File: src/rtl/line_buffer_conv2d_unit_defines.svh
// Assertion macros shared by the line buffer convolution RTL.
`ifndef LINE_BUFFER_CONV2D_UNIT_DEFINES_SVH
`define LINE_BUFFER_CONV2D_UNIT_DEFINES_SVH
`ifndef ASSERT_OFF
`define LBC_ASSERT(lbl, clk, rst_n, prop) \
    lbl: assert property (@(posedge clk) disable iff (!rst_n) prop) \
        else $error("lbc assertion failed");
`define LBC_ASSERT_NEXT(lbl, clk, rst_n, pre, post) \
    lbl: assert property (@(posedge clk) disable iff (!rst_n) (pre) |=> (post)) \
        else $error("lbc assertion failed");
`else
`define LBC_ASSERT(lbl, clk, rst_n, prop)
`define LBC_ASSERT_NEXT(lbl, clk, rst_n, pre, post)
`endif
`endif

File: src/rtl/lbc_pkg.sv
// Package: constants and types for the line buffer convolution unit.
`timescale 1ns / 1ps
package lbc_pkg;
    localparam int KERNEL_SIZE_DEF = 3;
    localparam int MAX_WIDTH_DEF   = 1024;
    localparam int VALUE_W = 16;
    localparam int PROD_W  = 32;
    localparam int SUM_W   = 38;
    localparam int COL_W   = 10;
    localparam int IDX_W   = 6;
    localparam int CFG_W   = 11;
    localparam logic [CFG_W-1:0] WIDTH_RESET = 11'd1024;

    localparam logic OP_COEF  = 1'b0;
    localparam logic OP_PIXEL = 1'b1;

    typedef struct packed {
        logic                      op;
        logic [IDX_W-1:0]          coef_index;
        logic signed [VALUE_W-1:0] value;
        logic [COL_W-1:0]          col;
        logic                      emit;
    } t_item;
endpackage

File: src/rtl/lbc_fifo.sv
// Short transaction queue between the front and back sections.
`timescale 1ns / 1ps
`include "line_buffer_conv2d_unit_defines.svh"
module lbc_fifo import lbc_pkg::*; (
    input  logic  i_clk,
    input  logic  i_rst_n,
    input  logic  i_push,
    input  t_item i_data,
    input  logic  i_pop,
    output t_item o_head,
    output logic  o_full,
    output logic  o_empty
);
    localparam int DEPTH = 4;
    localparam int AW    = $clog2(DEPTH);

    t_item          r_mem [DEPTH];
    logic [AW-1:0]  r_wp, r_rp;
    logic [AW:0]    r_cnt;

    assign o_full  = (r_cnt == (AW+1)'(DEPTH));
    assign o_empty = (r_cnt == '0);
    assign o_head  = r_mem[r_rp];

    always_ff @(posedge i_clk) begin
        if (!i_rst_n) begin
            r_wp  <= '0;
            r_rp  <= '0;
            r_cnt <= '0;
        end else begin
            if (i_push) begin
                r_wp <= r_wp + 1'b1;
            end
            if (i_pop) begin
                r_rp <= r_rp + 1'b1;
            end
            if (i_push && !i_pop) begin
                r_cnt <= r_cnt + 1'b1;
            end else if (!i_push && i_pop) begin
                r_cnt <= r_cnt - 1'b1;
            end
        end
    end

    always_ff @(posedge i_clk) begin
        if (i_push) begin
            r_mem[r_wp] <= i_data;
        end
    end

    `LBC_ASSERT(a_no_overflow, i_clk, i_rst_n, o_full |-> !i_push)
    `LBC_ASSERT(a_no_underflow, i_clk, i_rst_n, o_empty |-> !i_pop)
    `LBC_ASSERT(a_cnt_bound, i_clk, i_rst_n, r_cnt <= (AW+1)'(DEPTH))
endmodule

File: config.mk
export PLATFORM = sky130hd
export DESIGN_NAME = lbc_fifo
export DESIGN_NICKNAME = d
export VERILOG_FILES = /design/src/rtl/lbc_pkg.sv /design/src/rtl/lbc_fifo.sv
export VERILOG_INCLUDE_DIRS = /design/src /design/src/rtl
export SDC_FILE = /design/constraint.sdc
export NUM_CORES = 1
export LEC_CHECK = 0
export ABC_AREA = 1
export BUFFER_PORTS_ARGS = -buffer_cell sky130_fd_sc_hd__buf_2
export CAP_MARGIN = 10
export CORE_MARGIN = 3
export CORE_UTILIZATION = 40
export DETAILED_ROUTE_END_ITERATION = 7
export PLACE_DENSITY = 0.58
export RECOVER_POWER = 50
export SYNTH_ARGS = -nofsm -noshare
export SYNTH_HDL_FRONTEND = slang
export SYNTH_SLANG_ARGS = --single-unit
File: constraint.sdc
create_clock -name i_clk -period 2.3 [get_ports i_clk]
set_input_delay 0.345 -clock i_clk [delete_from_list [all_inputs] [get_ports i_clk]]
set_output_delay 0.345 -clock i_clk [all_outputs]
set_load 0.01 [all_outputs]
==> results.toml <==
[status]
run_status = "finished clean"

[pwr]
power.total_mw = 6.26
swShare = 0.219
clkPwrFrac = 0.422
ir_drop_mv = 0.561
p_sw_mw = 1.37
seqPwrFrac = 0.487
p_per_area_nw_per_um2 = 928
p_comb_frac = 0.091
internal_power_mw = 4.89
p_leak_nw = 2.35

[floorplan]
ios = 74
dieArea_um2 = 15700
initial_core_util = 0.420
core_um2 = 13600
die_y_um = 125
die_w_um = 125
std_cell_rows = 42

[routing]
wl_met1_um = 5260
via_per_inst = 5.07
top_layer_used = "met4"
dr_wl_met2_um = 5490
routed_wirelength_um = 11400
drtIter0Drc = 179
wl_per_cell_um = 17.4
firstDrtPassIters = 4
wl_met3_um = 514
ant_nets = 0
num_vias = 3339
drc = 0

[sta]
rsz0062_at_grt = "false"
fmax_mhz = 475
worst_slew_pin_slew_ps = 1060
fin_crit_sh = 0.916
slew_viol_final = 0
finalWorstSetupSlack_ps = 194
post-route-min-period_ps = 2110
slew_headroom = 0.292
fin_setup_tns_ps = 0
final.setup_skew_ps = 5.81
hold_violations = 0
setup_viol = 0
hold-worst-slack_ps = 196

[layout]
drive_gt1_frac = 0.257
layout.cells.non_filler = 659
fin_area_um2 = 6740
n_antenna_cell = 0
postLayoutCoreUtil = 0.497
fin_nets = 514
area_growth_pct = 18.5

[critical_path]
regToRegSetupSlack_ps = 490
r2r_cells = 4
criticalPathCategory = "reg2out"
start_kind = "flip-flop"
cpMaxStageDelayCell = "dfxtp_1"
cp.required_ps = 1960
arrival_ps = 1760
max_stage_delay_ps = 620
worstPathMaxFanout = 23
crit_chain = "buf_12, o21ai_0, o22ai_1, buf_2"
regToRegStartpoint = "r_wp[0]"
worstReg2RegEnd = "r_mem[3][15]"
critPathCaptureType = "output port"

[yosys]
synth_top_area_share = 0.718
yosys-top-cells-area = "edfxtp_1 (72%), o21ai_0 (6.1%), o22ai_2 (4.4%), nor2_1 (3.5%), dfxtp_1 (3.2%)"
netlist-cell-type-count = 23
synth_common_cells = "edfxtp_1 (136), o21ai_0 (69), nor2_1 (53)"
synth.largest_area_cell = "edfxtp_1"
avgSynthCellArea_um2 = 14.7
synthesis.area_um2 = 5690
synth_nets = 431
ys_seq_area_frac = 0.749
yosysMostFrequentCell = "edfxtp_1"
synth-edff-count = 136
ys_ff_latch = 145
ys.flop_type = "edfxtp_1"
synth_cells = 387
yosys_warnings = 0
synthArstFlopShare = 0

[worst_hold_path]
min-delay-path-class = "in2reg"
min_path_cells = 1
hp-start = "i_data[27]"
whs_endpoint = "r_mem[0][27]"

[place]
portBuffers = 73
post-place-ws_ps = 590
dpl_cell_area_um2 = 6220
place_inst = 627
dpl.hpwl_um = 6920
gp_congestion = 0.701

[global_routing]
grt_max_degree = 69
grt_pass1_vias = 3532
grt_pass1_wl_um = 18500
grt_overflow_total = 0
grt.total_usage = 0.153
antenna_found_initial = 0

[clock_tree]
cts_buffers = 17
post_cts_buffers = 0
clk_latency_ps = 410
cts-resized-gates = 0
clockRootBuffer = "clkbuf_16"
cts_tree = "done"
ctsHtreeMaxLevel = 4
cts_buffer_depth = 2
clkTransAtPathRegs_ps = 60
postCtsHoldBufs = 0
clock_sinks = 145

[flow_run]
maxCapViolations = 0
per-layer routing:
| metal | vias up | GRT usage |
|---|---|---|
| li1 | 1596 | - |
| met1 | 1652 | 0.196 |
| met2 | 78 | 0.243 |
| met3 | 13 | 0.0520 |
| met4 | 0 | 0.0548 |
| met5 | - | 0 |
critical path, delay by kind of cell, from the launching register on:
kind,cells,cell delay (ps)
compound gates,2,320
buf+inv,2,410
flops,1,620
state kept, by name, indices dropped and copies added (netlist names), named ones only:
register  count
r_cnt         3
r_mem       136
r_rp          2
r_wp          2
layout make-up:
| cell class | count | area (um^2) |
|---|---|---|
| clock inverters | 14 | 146 |
| flip-flops and latches | 145 | 4270 |
| fillers | 1176 | 6820 |
| multi-input cells | 204 | 1190 |
| inverters | 17 | 68.8 |
| clock buffers | 18 | 429 |
| well taps | 176 | 220 |
| repair buffers | 85 | 423 |
worst max path at each step:
stage,end,slack [ps],cells past startpoint
after global placement,o_head[11],620,4
final,o_head[31],190,4
after detailed placement,o_head[28],590,4
after CTS,o_head[28],140,4
after floorplan,r_mem[2][0],650,4
after global routing,o_head[31],40,4
power groups by stage:
stage	registers [mW]	logic [mW]	clock network, mW
global route	3.06	0.640	2.80
CTS	3.05	0.592	2.70
finish	3.05	0.568	2.64
global placement	3.10	0.577	0
floorplan	3.09	0.363	0
detailed placement	3.10	0.590	0
layout by cell type (no fill, tap or decap):
cell and instances:
edfxtp_1 136, o21ai_0 69, nor2_1 53, buf_2 39
clkbuf_1 35, nor2_2 20, o22ai_2 20, clkbuf_16 17
o22ai_1 14, inv_1 11, buf_4 10, nand2_1 9
dfxtp_1 8, o21ai_1 5, clkinv_1 5, ha_1 5
clkinv_2 5, inv_2 4, a21oi_1 4, bufinv_16 3
nor3_1 2, inv_6 1, nand3_1 1, nand4_1 1
fa_1 1, dfxtp_2 1, clkinvlp_4 1, clkinv_4 1
clkbuf_2 1, buf_12 1
cells by family (layout without fill, tap and decap cells):
| kind of cell | count (synthesis) | after routing | synth area share |
|---|---|---|---|
| buf+inv | 38 | 134 | 0.0416 |
| flops | 145 | 145 | 0.749 |
| simple gates | 86 | 86 | 0.0666 |
| fa+ha+maj | 6 | 6 | 0.0145 |
| compound gates | 112 | 112 | 0.128 |
Power figures use the tool's default switching activity.
