[src/rtl/line_buffer_conv2d_unit_defines.svh]
// Assertion macros shared by the line buffer convolution RTL.
`ifndef LINE_BUFFER_CONV2D_UNIT_DEFINES_SVH
`define LINE_BUFFER_CONV2D_UNIT_DEFINES_SVH
`ifndef ASSERT_OFF
`define LBC_ASSERT(lbl, clk, rst_n, prop) \
    lbl: assert property (@(posedge clk) disable iff (!rst_n) prop) \
        else $error("lbc assertion failed");
`define LBC_ASSERT_NEXT(lbl, clk, rst_n, pre, post) \
    lbl: assert property (@(posedge clk) disable iff (!rst_n) (pre) |=> (post)) \
        else $error("lbc assertion failed");
`else
`define LBC_ASSERT(lbl, clk, rst_n, prop)
`define LBC_ASSERT_NEXT(lbl, clk, rst_n, pre, post)
`endif
`endif

[src/rtl/lbc_pkg.sv]
// Package: constants and types for the line buffer convolution unit.
`timescale 1ns / 1ps
package lbc_pkg;
    localparam int KERNEL_SIZE_DEF = 3;
    localparam int MAX_WIDTH_DEF   = 1024;
    localparam int VALUE_W = 16;
    localparam int PROD_W  = 32;
    localparam int SUM_W   = 38;
    localparam int COL_W   = 10;
    localparam int IDX_W   = 6;
    localparam int CFG_W   = 11;
    localparam logic [CFG_W-1:0] WIDTH_RESET = 11'd1024;

    localparam logic OP_COEF  = 1'b0;
    localparam logic OP_PIXEL = 1'b1;

    typedef struct packed {
        logic                      op;
        logic [IDX_W-1:0]          coef_index;
        logic signed [VALUE_W-1:0] value;
        logic [COL_W-1:0]          col;
        logic                      emit;
    } t_item;
endpackage

[src/rtl/lbc_front.sv]
// Front section: takes transactions, tracks the column and tags emitting pixels.
`timescale 1ns / 1ps
module lbc_front import lbc_pkg::*; #(
    parameter int KERNEL_SIZE = KERNEL_SIZE_DEF,
    parameter int MAX_WIDTH   = MAX_WIDTH_DEF
) (
    input  logic                      i_clk,
    input  logic                      i_rst_n,
    input  logic                      i_cfg_wr_en,
    input  logic [CFG_W-1:0]          i_cfg_wr_data,
    input  logic                      i_accept,
    input  logic                      i_op,
    input  logic [IDX_W-1:0]          i_coef_index,
    input  logic signed [VALUE_W-1:0] i_value,
    input  logic                      i_frame_start,
    output t_item                     o_item
);
    logic [CFG_W-1:0] r_width;
    logic [COL_W-1:0] r_col, n_col;
    logic [CFG_W-1:0] width_eff;
    logic [COL_W-1:0] cur_col;

    always_comb begin
        if (32'(r_width) > MAX_WIDTH) begin
            width_eff = CFG_W'(MAX_WIDTH);
        end else if (r_width == '0) begin
            width_eff = CFG_W'(1);
        end else begin
            width_eff = r_width;
        end
        cur_col = i_frame_start ? '0 : r_col;
        if (32'(cur_col) >= MAX_WIDTH) begin
            cur_col = '0;
        end
        // row ends once the next column reaches the active width
        if (({2'b00, cur_col} + 12'd1) >= {1'b0, width_eff}) begin
            n_col = '0;
        end else begin
            n_col = cur_col + 1'b1;
        end
        o_item.op         = i_op;
        o_item.coef_index = i_coef_index;
        o_item.value      = i_value;
        o_item.col        = cur_col;
        o_item.emit       = (32'(cur_col) >= KERNEL_SIZE - 1);
    end

    always_ff @(posedge i_clk) begin
        if (!i_rst_n) begin
            r_width <= WIDTH_RESET;
            r_col   <= '0;
        end else begin
            if (i_cfg_wr_en) begin
                r_width <= i_cfg_wr_data;
            end
            if (i_accept && i_op == OP_PIXEL) begin
                r_col <= n_col;
            end
        end
    end
endmodule

[config.mk]
export PLATFORM = sky130hd
export DESIGN_NAME = lbc_front
export DESIGN_NICKNAME = d
export VERILOG_FILES = /design/src/rtl/line_buffer_conv2d_unit_defines.svh /design/src/rtl/lbc_pkg.sv /design/src/rtl/lbc_front.sv
export SDC_FILE = /design/constraint.sdc
export NUM_CORES = 1
export LEC_CHECK = 0
export BUFFER_PORTS_ARGS = -buffer_cell sky130_fd_sc_hd__buf_4
export CAP_MARGIN = 40
export CORE_MARGIN = 1
export CORE_UTILIZATION = 35
export CTS_CLUSTER_DIAMETER = 40
export DETAILED_ROUTE_END_ITERATION = 7
export GPL_TIMING_DRIVEN = 0
export SYNTH_ARGS = -nofsm -noshare
export SYNTH_HDL_FRONTEND = slang
export SYNTH_SLANG_ARGS = --single-unit
[constraint.sdc]
create_clock -name i_clk -period 3.2 [get_ports i_clk]
set_input_delay 0.16 -clock i_clk [delete_from_list [all_inputs] [get_ports i_clk]]
set_output_delay 0.16 -clock i_clk [all_outputs]
set_load 0.01 [all_outputs]
==> flow_summary.yaml <==
run_status:
  outcome: "complete, no violations"
worst_setup_path:
  crit_arrival_ns: 3.13
  cpMostUsedCell: "ha_1"
  r2r-end: "r_col[4]"
  r2r_slack_ns: 0.24
  startpoint_type: "flop"
  rr_startpoint: "r_col[1]"
  rr_worst_depth: 12
  critPathRequiredTime_ns: 3.37
  path_cells: "nor2b_2 -> ha_1 -> nand4_1 -> nor3_2 -> xnor2_1 -> inv_1 -> ha_1 -> a211oi_2 -> nor2_1 -> or3_1 -> buf_6 -> o41ai_2"
  cp_slowest_cell: "dfxtp_1"
  critPathKind: "flop to flop"
  critPathMaxStageDelay_ns: 0.39
  crit_fanout: 10
  crit_path_end_kind: "flop"
detailed_routing:
  ant_nets: 0
  drtPass1Iterations: 4
  drtIter0Drc: 53
  via_per_inst: 4.874
  post-route-drc-count: 0
  routed_wirelength_um: 3489
  wire_per_inst_um: 11.91
  vias: 1428
logic_synthesis:
  synthSimpleGateAreaFrac_pct: 24.33
  syn-num-nets: 238
  synth_compound_area_share_pct: 13.07
  syn_area_um2: 1599
  synth_fa_ha_area_share_pct: 10.17
  syn_inst: 186
  synthMuxAreaShare_pct: 6.260
  ys_warn_count: 0
  postSynthAreaPerCell_um2: 8.597
  synth-edff-count: 0
  synthXorXnorAreaFrac_pct: 4.382
  async_reset_ff_share_pct: 0
  seq_area_frac_synth_pct: 26.29
  synth-seq-cells: 21
  synth.distinct_cells: 36
  ys.flop_type: "dfxtp_1"
  synth_top_family_by_area: "simple AND/OR/NAND/NOR gates"
global_route:
  overflow: 0
  grt_pass1_vias: 1277
  grt_max_degree: 12
  antenna_found_initial: 0
  grt_usage_pct: 14.85
  grt_pass1_wl_um: 5871
sta:
  period_share_pct: 92.41
  fmax_ghz: 0.3382
  finalCriticalPeriod_ns: 2.957
  rsz0062_at_grt: "false"
  relSlewSlack_pct: 66.21
  holdWs_ns: 0.1187
  setup_violations: 0
  finalHoldViolCount: 0
  slew_violations: 0
  fin_ws_ns: 0.2429
  worst_pin_slew_ns: 0.5024
  fin_skew_ns: 0.004132
cts:
  cts_hold_buffers: 0
  cts.sinks: 21
  cts-root-buf: "clkbuf_8"
  clk_pin_slew_ns: 0.08
  cts_buffers: 3
  clockBufferDepth: 2
  cts_resized: 0
  cts_tree: "yes"
  insertion_delay_ns: 0.26
  cts_setup_buffers: 0
  htreeDepth: 1
floorplan:
  core_area_um2: 4384
  row_count: 24
  start_util_pct: 36.47
  io-pin-count: 73
  die_h_um: 69.59
  die_width_um: 69.59
  die_area_um2: 4843
flow_run:
  drv_cap: 0
power:
  ir_worst_vdd_uv: 242.3
  leakage_nw: 1.033
  powerDensity_nw_per_um2: 281.6
min_path:
  worstHoldEndpoint: "r_width[10]"
  hold_path.class: "primary input to flop"
  hold-path-cell-count: 3
  hold_path_startpoint: "i_cfg_wr_data[10]"
layout:
  area_growth_pct: 31.46
  n_antenna_cell: 0
  fin_util_pct: 47.95
  multiInputGateArea_um2: 943.4
  final_layout_size_suffix_gt1_share_pct: 40.25
  ff_latch_area_um2: 420.4
  fill_cells: 445
  finalNetCount: 294
placement:
  io_buffers: 50
  gp_congestion: 0.8267
  dp_hpwl_um: 2813
  place_ws_ns: 0.007222
==> cell usage in the layout, fill, tap and decap left out, types with 4 or more instances in the layout <==
master   instances
nand3_1          5
buf_2            4
nand2_1         23
xnor2_1          7
ha_1            13
mux2i_1         10
nor2_1           7
inv_1           11
o31ai_2          6
buf_4           73
nor2b_1         16
dfxtp_1         21
a21oi_1          5
==> cells by family (layout without fill, tap and decap cells) <==
kind of cell | count (synthesis) | count (layout)
AOI/OAI and AO/OA | 22 | 22
xor gates and xnor gates | 8 | 8
adders and majority gates | 13 | 13
buffers and inverters | 40 | 95
DFF | 21 | 21
muxes | 10 | 10
and+or+nand+nor | 72 | 72
==> worst max path at each step <==
stage	cells after the start	to	slack [ns]	start
floorplan	12	r_col[3]	0.38	r_col[1]
global placement	14	r_col[3]	-0.03	i_frame_start
detailed placement	14	r_col[3]	0.007	i_frame_start
CTS	12	r_col[3]	0.10	r_col[1]
global route	13	r_col[4]	0.02	r_col[0]
finish	12	r_col[4]	0.24	r_col[1]
==> per-layer routing <==
layer,wire [um],up-vias,GRT usage (%)
li1,-,724,-
met1,1627,655,18.99
met2,1637,44,24.27
met3,185,5,4.360
met4,39,0,4.082
met5,0,-,0
==> worst max-delay path, delay by kind of cell (launching register included) <==
family,cells,cell delay (ns)
XOR/XNOR,1,0.19
AO/OA/AOI/OAI,2,0.37
adder cells (fa/ha/maj),2,0.57
buffers and inverters,2,0.23
flip-flops,1,0.39
AND/OR/NAND/NOR,5,1.11
==> flip-flops by register name (all words and copies together), names as in the netlist <==
name and cells:
r_col 10, r_width 11
==> where the power goes <==
part / internal [mW] / leakage, nW / switching [mW]
clock: 0.0889 / 0.0228 / 0.0902
sequential: 0.271 / 0.172 / 0.00845
combinational: 0.0749 / 0.839 / 0.0588
==> area by class of cell <==
cell class              instances  area share, %
flip-flops and latches         21          20.00
clock buffers                   4          2.143
multi-input cells             125          44.88
plain buffers                  28          9.643
inverters                      12          2.143
well taps                      52          3.095
repair buffers                 51          18.10
==> stage by stage <==
step	instance area [um2]	instances	TNS, ns	power [mW]
after floorplan	1599	186	0	0.3643
after global placement	2039	288	-0.08132	0.4178
after detailed placement	2044	289	0	0.4199
after CTS	2090	293	0	0.5979
after global routing	2102	293	0	0.6254
final	2102	293	0	0.5919
==> Yosys cell counts (3+ instances only) <==
cell type,n,share of area [%]
nor2_1,7,1.6
o21ai_0,3,0.94
nand3_1,5,1.6
nand2_1,23,5.4
dfxtp_1,21,26
inv_1,11,2.6
buf_4,23,11
ha_1,13,10
o31ai_2,6,4.7
o41ai_2,3,3.1
xnor2_1,7,3.8
nor2b_1,17,6.7
nor4_1,3,1.2
buf_2,3,0.94
nand4_1,3,1.2
nor3_1,4,1.3
mux2i_1,10,6.3
a21oi_1,5,1.6
Power figures use the tool's default switching activity.
